## config.mk

```make
export PLATFORM = sky130hd
export DESIGN_NAME = cdc_silu
export DESIGN_NICKNAME = d
export VERILOG_FILES = /design/src/rtl/cdc_pkg.sv /design/src/rtl/cdc_silu.sv
export SDC_FILE = /design/constraint.sdc
export NUM_CORES = 1
export LEC_CHECK = 0
export CELL_PAD_IN_SITES_DETAIL_PLACEMENT = 1
export CELL_PAD_IN_SITES_GLOBAL_PLACEMENT = 1
export CORE_MARGIN = 2
export CORE_UTILIZATION = 56
export DETAILED_ROUTE_END_ITERATION = 8
export DONT_BUFFER_PORTS = 1
export GPL_ROUTABILITY_DRIVEN = 0
export PLACE_DENSITY = 0.91
export SLEW_MARGIN = 20
export SYNTH_ARGS = -nofsm -noshare
export SYNTH_HDL_FRONTEND = slang
export SYNTH_SLANG_ARGS = --single-unit
```

## constraint.sdc

```tcl
create_clock -name clk -period 19.5 [get_ports clk]
set_input_delay 0.975 -clock clk [delete_from_list [all_inputs] [get_ports clk]]
set_output_delay 0.975 -clock clk [all_outputs]
set_load 0.01 [all_outputs]
```

## src/rtl/cdc_pkg.sv

```systemverilog
// Package: shared constants, codes, types and the sigmoid table of the conv block.
`timescale 1ns / 1ps

package cdc_pkg;

    localparam int SAMPLE_BITS  = 16;
    localparam int FRAC_BITS    = SAMPLE_BITS - 4;
    localparam int STEP_BITS    = FRAC_BITS - 2;
    localparam int CHANNELS_DEF = 1024;
    localparam int TAPS_DEF     = 4;
    localparam int SIG_W        = 17;

    localparam logic [1:0] MODE_LOAD_WEIGHT  = 2'd0;
    localparam logic [1:0] MODE_LOAD_HISTORY = 2'd1;
    localparam logic [1:0] MODE_FILTER       = 2'd2;

    localparam logic [0:0] REG_SILU_ENABLE = 1'b0;

    typedef enum logic [2:0] {
        ST_CLEAR,
        ST_IDLE,
        ST_MODIFY,
        ST_MAC,
        ST_ROUND,
        ST_SIG,
        ST_SILU,
        ST_DONE
    } cdc_state_t;

    typedef struct packed {
        logic step1;
        logic step2;
    } silu_ctrl_t;

    // Sigmoid at k/4, Q1.16.
    function automatic logic [SIG_W-1:0] sig_tab(input logic [5:0] k);
        logic [SIG_W-1:0] v;
        case (k)
            6'd0:  v = 17'd32768;
            6'd1:  v = 17'd36843;
            6'd2:  v = 17'd40793;
            6'd3:  v = 17'd44511;
            6'd4:  v = 17'd47911;
            6'd5:  v = 17'd50941;
            6'd6:  v = 17'd53581;
            6'd7:  v = 17'd55834;
            6'd8:  v = 17'd57724;
            6'd9:  v = 17'd59287;
            6'd10: v = 17'd60565;
            6'd11: v = 17'd61598;
            6'd12: v = 17'd62428;
            6'd13: v = 17'd63090;
            6'd14: v = 17'd63615;
            6'd15: v = 17'd64030;
            6'd16: v = 17'd64357;
            6'd17: v = 17'd64614;
            6'd18: v = 17'd64816;
            6'd19: v = 17'd64974;
            6'd20: v = 17'd65097;
            6'd21: v = 17'd65194;
            6'd22: v = 17'd65269;
            6'd23: v = 17'd65328;
            6'd24: v = 17'd65374;
            6'd25: v = 17'd65410;
            6'd26: v = 17'd65438;
            6'd27: v = 17'd65459;
            6'd28: v = 17'd65476;
            6'd29: v = 17'd65489;
            6'd30: v = 17'd65500;
            6'd31: v = 17'd65508;
            6'd32: v = 17'd65514;
            default: v = 17'd65536;
        endcase
        return v;
    endfunction

endpackage

```

## src/rtl/cdc_silu.sv

```systemverilog
// SiLU unit: two registered steps, sigmoid interpolation then the final product.
`timescale 1ns / 1ps

module cdc_silu #(
    parameter int YW = 24
) (
    input  logic                    clk,
    input  cdc_pkg::silu_ctrl_t     ctrl,
    input  logic signed [YW-1:0]    y,
    output logic signed [YW-1:0]    result
);

    localparam int SB       = cdc_pkg::SAMPLE_BITS;
    localparam int STEP     = cdc_pkg::STEP_BITS;
    localparam int SW       = cdc_pkg::SIG_W;
    localparam int MAG_W    = SB - 1;
    localparam int IDX_W    = MAG_W - STEP;
    localparam int DIFF_W   = 13;
    localparam int INTERP_W = DIFF_W + STEP;
    localparam int PW       = SB + SW + 1;

    localparam logic signed [YW-1:0] LIM  = YW'(2 ** (SB - 1));
    localparam logic signed [YW-1:0] NLIM = -LIM;

    logic signed [YW-1:0]  mag;
    logic [MAG_W-1:0]      a;
    logic [IDX_W-1:0]      idx;
    logic [STEP-1:0]       fr;
    logic [SW-1:0]         t_lo;
    logic [SW-1:0]         t_hi;
    logic [DIFF_W-1:0]     diff;

    logic                  big_pos_reg;
    logic                  big_neg_reg;
    logic                  neg_reg;
    logic [SB-1:0]         y_lo_reg;
    logic [SW-1:0]         base_reg;
    logic [INTERP_W-1:0]   interp_reg;

    logic [SW-1:0]         s_pos;
    logic [SW-1:0]         sig;
    logic signed [PW-1:0]  prod_next;
    logic signed [PW-1:0]  prod_reg;
    logic signed [PW-1:0]  rounded;
    logic signed [PW-17:0] scaled;

    always_comb
    begin
        mag  = y[YW-1] ? -y : y;
        a    = mag[MAG_W-1:0];
        idx  = a[MAG_W-1:STEP];
        fr   = a[STEP-1:0];
        t_lo = cdc_pkg::sig_tab(6'(idx));
        t_hi = cdc_pkg::sig_tab(6'(idx) + 6'd1);
        diff = DIFF_W'(t_hi - t_lo);
    end

    // Step one: table lookup and interpolation product.
    always_ff @(posedge clk)
    begin
        if (ctrl.step1)
        begin
            big_pos_reg <= (y >= LIM);
            big_neg_reg <= (y <= NLIM);
            neg_reg     <= y[YW-1];
            y_lo_reg    <= y[SB-1:0];
            base_reg    <= t_lo;
            interp_reg  <= INTERP_W'(diff) * INTERP_W'(fr);
        end
    end

    always_comb
    begin
        s_pos     = base_reg + SW'(interp_reg >> STEP);
        sig       = neg_reg ? (SW'(2 ** 16) - s_pos) : s_pos;
        prod_next = $signed(y_lo_reg) * $signed({1'b0, sig});
    end

    // Step two: y times sigmoid.
    always_ff @(posedge clk)
    begin
        if (ctrl.step2)
        begin
            prod_reg <= prod_next;
        end
    end

    always_comb
    begin
        rounded = prod_reg + PW'(2 ** 15);
        scaled  = rounded[PW-1:16];
        if (big_pos_reg)
        begin
            result = y;
        end
        else if (big_neg_reg)
        begin
            result = '0;
        end
        else
        begin
            result = YW'(scaled);
        end
    end

endmodule

```

* After elaboration in Yosys (flattened, before gate mapping)
Memories as Yosys holds them, arrays and structs flattened.
Index checks and enable logic that the tools add are counted.
** Operators by class
- Add/subtract/negate cells :: 6
- $mul :: 2
- Order comparisons :: 2
- Multiplexer cells :: 4
** Operators by type and width (count)
- 24-bit two-way mux :: 2
- 34-bit by 17-bit adder with 34-bit output, second input constant :: 1
- 16-bit by 18-bit multiplier with 34-bit output :: 1
- 24-bit by 17-bit >= comparator with 1-bit output, second input constant :: 1
- 24-bit by 16-bit less-or-equal comparator with 1-bit output, second input constant :: 1
- 13-bit by 10-bit multiplier with 23-bit output :: 1
- 17-bit by 13-bit adder with 17-bit output :: 1
- 17-bit two-way mux :: 1
- 17-bit subtractor, first input constant :: 1
- 15-bit two-way mux :: 1
- 15-bit negation :: 1
- 13-bit subtractor :: 1
- 5-bit by 1-bit adder with 6-bit output, second input constant :: 1
** Storage, ports and cells
- Bits in registers :: 93
- ROM bits :: 1568
- Input bits :: 27
- Logic and storage cells :: 23
- Memories :: 2
** Memories
- (no name shown) :: depth 64, width 17, rd ports 1, clocked after Yosys merged registers in 0, write ports 0, line cdc_pkg.sv:38 : case (k)
- (no name shown) :: depth 32, width 15, rd ports 1, clocked after Yosys merged registers in 0, write ports 0, line cdc_pkg.sv:38

* Longest topological paths before layout
An unclocked memory read counts as a cell.
- Depth after elaboration :: 6
- Depth in mapped cells :: 50
- Gate-level depth less buffers :: 46

* Worst setup path after synthesis
OpenSTA, ideal clock, no wires.
- Kind :: input to register
- Start point :: in y[4]
- End point :: reg interp_reg[22] (data pin)
- Setup time :: 260 ps
- Arrival time :: 11577 ps
- Path slack :: 7663 ps
- Cell stages on the path :: 45
- Cell sequence :: or3_4 > or4_1 > buf_2 > o32ai_1 > or2_1 > buf_2 > clkbuf_1 > ha_1 > clkbuf_1 > inv_1 > ha_1 > clkbuf_1 > clkbuf_1 > a32oi_1 > a21oi_1 > nor2_1 > ha_1 > o21ai_0 > [9 not listed] > fa_1 > inv_1 > fa_1 > inv_1 > fa_1 > inv_1 > fa_1 > inv_1 > ha_1 > a211oi_1 > nand2b_1 > o311ai_0 > a21oi_1 > o311a_1 > a21oi_1 > o21ai_0 > a21oi_1 > xnor2_1
** On the way
- Longest elaborated chain between the ends :: 6
- Elaborated cells on any way between the ends :: 7
- Those cells by class :: 3 x add/sub; 1 x mul; 1 x mux; 2 x memory
** Ends and longest elaborated chain
- start: declaration :: line cdc_silu.sv:9 : input logic signed [YW-1:0] y,
- 15-bit negation :: line cdc_silu.sv:49 : mag = y[YW-1] ? -y : y;
- 15-bit two-way mux (*) :: line cdc_silu.sv:49
- 5-bit by 1-bit adder with 6-bit output :: line cdc_silu.sv:54 : t_hi = cdc_pkg::sig_tab(6'(idx) + 6'd1);
- memory 64 x 17 bit
- 13-bit subtractor :: line cdc_silu.sv:55 : diff = DIFF_W'(t_hi - t_lo);
- 13-bit by 10-bit multiplier with 23-bit output (*) :: line cdc_silu.sv:68 : interp_reg <= INTERP_W'(diff) * INTERP_W'(fr);
- end signal: assignment :: line cdc_silu.sv:68
- end: declaration :: line cdc_silu.sv:38 : logic [INTERP_W-1:0] interp_reg;
Every way passes the cells marked *; elsewhere a longest branch is shown, timed or not.
A chain may end at the register's enable or synchronous reset.

* Final worst setup path
- Start point :: in y[0]
- End point :: reg interp_reg[22] (data pin)
The elaborated chain is that of the path after synthesis.

==> summary.txt <==
Status
  • Run status: finished, final reports clean

Worst setup path
  • CP max stage delay: ~0.83 ns
  • Crit start category: input port
  • Crit Path Category: input port to flip-flop
  • Critical Path Fanout Max: 40
  • CP max stage cell: xor2_1
  • FF-to-FF setup slack: a little over 9 ns
  • Critical Path End Type: flip-flop
  • Worst Path Arrival: between 10 and 15 ns
  • Critical Path RT: just under 20 ns
  • CP most frequent cell: inv_1

STA
  • Setup violators final: 0
  • Setup repair after global routing missed its margin: false
  • Post-Route Setup TNS: 0 ns
  • Slew @ Worst Pin: approximately 1.1 ns
  • Clk_skew: between 0.01 and 0.015 ns
  • Slew Limit Fails: 0
  • Fmax: roughly 74 MHz
  • Min Tclk post-route: roughly 14 ns
  • Slew HR: 0.279
  • Hold Vio Cnt, Final: 0
  • Period utilisation layout: 0.697

CTS
  • Reg clk slew, reported paths: approximately 0.070 ns
  • H-tree levels: 3
  • CTS root buffer: clkbuf_16
  • Clock Tree Buf Depth: 2
  • CTS tree: done
  • Total CTS buffers: 9
  • Clk_lat worst skew: 0.36 ns
  • Post-CTS Setup Bufs: 0
  • CTS resizes: 0
  • Clk sink count: 66
  • Hold-fix buffers, CTS: 0

Route
  • DR vias: around 17000
  • Initial DRC count: 1534
  • # DRC: 0
  • WL final: 69600 um
  • WL/cell: around 27 um
  • Vias/cell: about 6.5
  • Routed Antenna Nets: 0
  • DRT Pass-1 Iters: 6

GRT
  • Gr usage total: 0.406
  • Wire length of the first global-routing pass: 109000 um
  • Initial antenna violation count: 2
  • Vias in the first global route: roughly 19000
  • Grt total ovfl: 0
  • Pin count of the biggest net entering global routing: 48

Cells and area
  • Max reg flops: 19
  • Synth-to-layout area growth: 3.80%
  • Layout cell share with drive strength beyond 1: 0.0454
  • # fillers: about 4000
  • Final net count: between 2000 and 3000
  • Fin util: 0.588
  • Non-Filler Instances: between 2000 and 3000

Floorplan
  • Die Ht: around 190 um
  • Core box area: 33400 um^2
  • Initial core utilization: 0.567
  • Die Width: 188 um
  • Die Area: approximately 35000 um^2
  • Io pins: 51
  • Row count: 67

Flow run
  • MaxCap Viol Count: 0

Placement
  • Detailed Place HPWL: 53400 um
  • Dpl cells: between 2000 and 3000
  • # port buffers: 0

Logic synthesis
  • Post-Syn Nets: 2706
  • Post-Syn Instances: between 2000 and 2500
  • Post-synthesis sequential area ratio: 0.105
  • Number of flops mapped to enable cells by yosys: between 60 and 70
  • Synth warnings: 0
  • Synth Register Bits: 66
  • Post-Syn Area: 18900 um^2
  • Post-synthesis average cell area: around 8.7 um^2
  • Synth cell types: between 80 and 90
  • Ys flop type: edfxtp_1
  • Async set or reset register ratio after synthesis: 0

Min path
  • Worst hold path class: input port to flip-flop
per-layer routing:
metal	global-route usage	wire [um]	up-vias
met1	0.436	23500	8350
met3	0.0885	6090	438
met4	0.289	5820	4
li1	-	-	6846
met2	0.708	34200	1032
met5	0	24	-
synth_stat cells, drive strengths merged, types with 5 or more instances:
| master | n | area, um^2 |
|---|---|---|
| inv | 387 | 1450 |
| fa | 294 | 5890 |
| nand2 | 289 | 1080 |
| ha | 215 | 2690 |
| and2 | 122 | 763 |
| nor2 | 118 | 453 |
| o21ai | 85 | 440 |
| clkbuf | 74 | 278 |
| edfxtp | 66 | 1980 |
| xnor2 | 62 | 558 |
| a21oi | 59 | 295 |
| xor2 | 45 | 413 |
| o211ai | 28 | 210 |
| or2 | 26 | 163 |
| nor3 | 24 | 141 |
| buf | 22 | 108 |
| nand2b | 22 | 138 |
| nand3 | 22 | 110 |
| a211oi | 20 | 155 |
| o21a | 17 | 128 |
| o31ai | 15 | 126 |
| a21o | 13 | 97.6 |
| a21boi | 9 | 67.6 |
| nor4 | 9 | 56.3 |
| a31oi | 8 | 50.1 |
| nand4 | 8 | 50.1 |
| nor2b | 8 | 50.1 |
| o311ai | 7 | 61.3 |
| a221oi | 6 | 58.8 |
| a31o | 6 | 52.6 |
| and3 | 6 | 37.5 |
| or3 | 6 | 47.5 |
| mux2i | 5 | 50.1 |
| nand3b | 5 | 37.5 |
worst paths after layout:
check	startpoint	to	depth (start not counted)
setup reg to reg	base_reg[0]	prod_reg[27]	29
hold / removal	y[15]	y_lo_reg[15]	0
hold reg to reg	y_lo_reg[15]	prod_reg[33]	4
setup / recovery	y[0]	interp_reg[22]	46
final cells by class:
class / instances / area [um^2] / share of cell area
timing repair buffer: 24 / 180 / 0.00918
inverter: 387 / 1450 / 0.0740
clock buffer: 11 / 233 / 0.0119
multi-input combinational: 1621 / 15100 / 0.772
antenna: 3 / 7.51 / 0.000383
clock inverter: 4 / 67.6 / 0.00344
sequential: 66 / 1980 / 0.101
tap: 448 / 561 / 0.0286
layout by cell type (no fill, tap or decap), types with 8 or more instances in the layout:
master	synthesis	layout
a211oi_1	19	19
a21boi_0	8	8
a21o_1	13	13
a21oi_1	59	59
a31oi_1	8	8
and2_1	122	122
buf_4	2	24
clkbuf_16	0	9
edfxtp_1	66	66
fa_1	294	294
ha_1	215	214
inv_1	384	384
nand2_1	289	289
nand2b_1	22	22
nand3_1	22	22
nand4_1	8	8
nor2_1	116	116
nor2b_1	8	8
nor3_1	21	21
nor4_1	9	9
o211ai_1	28	28
o21a_1	17	17
o21ai_0	78	78
o31ai_1	14	14
or2_2	22	22
xnor2_1	60	54
xnor2_2	2	8
xor2_1	44	43
through the flow:
stage / hold slack, ns / area, um^2 / setup WS [ns]
global route: 0.712 / 19600 / 5.15
detailed placement: 1.07 / 19300 / 5.60
floorplan: 0.960 / 18900 / 7.66
global placement: 1.07 / 19300 / 6.45
CTS: 0.707 / 19600 / 5.85
finish: 0.711 / 19600 / 5.91
kinds of logic after synthesis:
logic type	count (synthesis)	share of synthesized area
AND/OR/NAND/NOR	686	0.175
flip-flops	66	0.105
AO/OA/AOI/OAI	311	0.111
multiplexers	8	0.00622
buffers and inverters	483	0.0972
XOR/XNOR	107	0.0514
adder cells (fa/ha/maj)	509	0.454
worst max-delay path: cells and delay by family:
| family | cells | cell delay, ns |
|---|---|---|
| compound gates | 16 | 4.60 |
| simple gates | 8 | 1.10 |
| fa+ha+maj | 10 | 4.47 |
| xor+xnor | 3 | 1.15 |
| buf+inv | 9 | 1.33 |
Power is left out: the tool's default activity adds up to more than one toggle a clock period on the data nets, which glitch-free logic cannot reach.
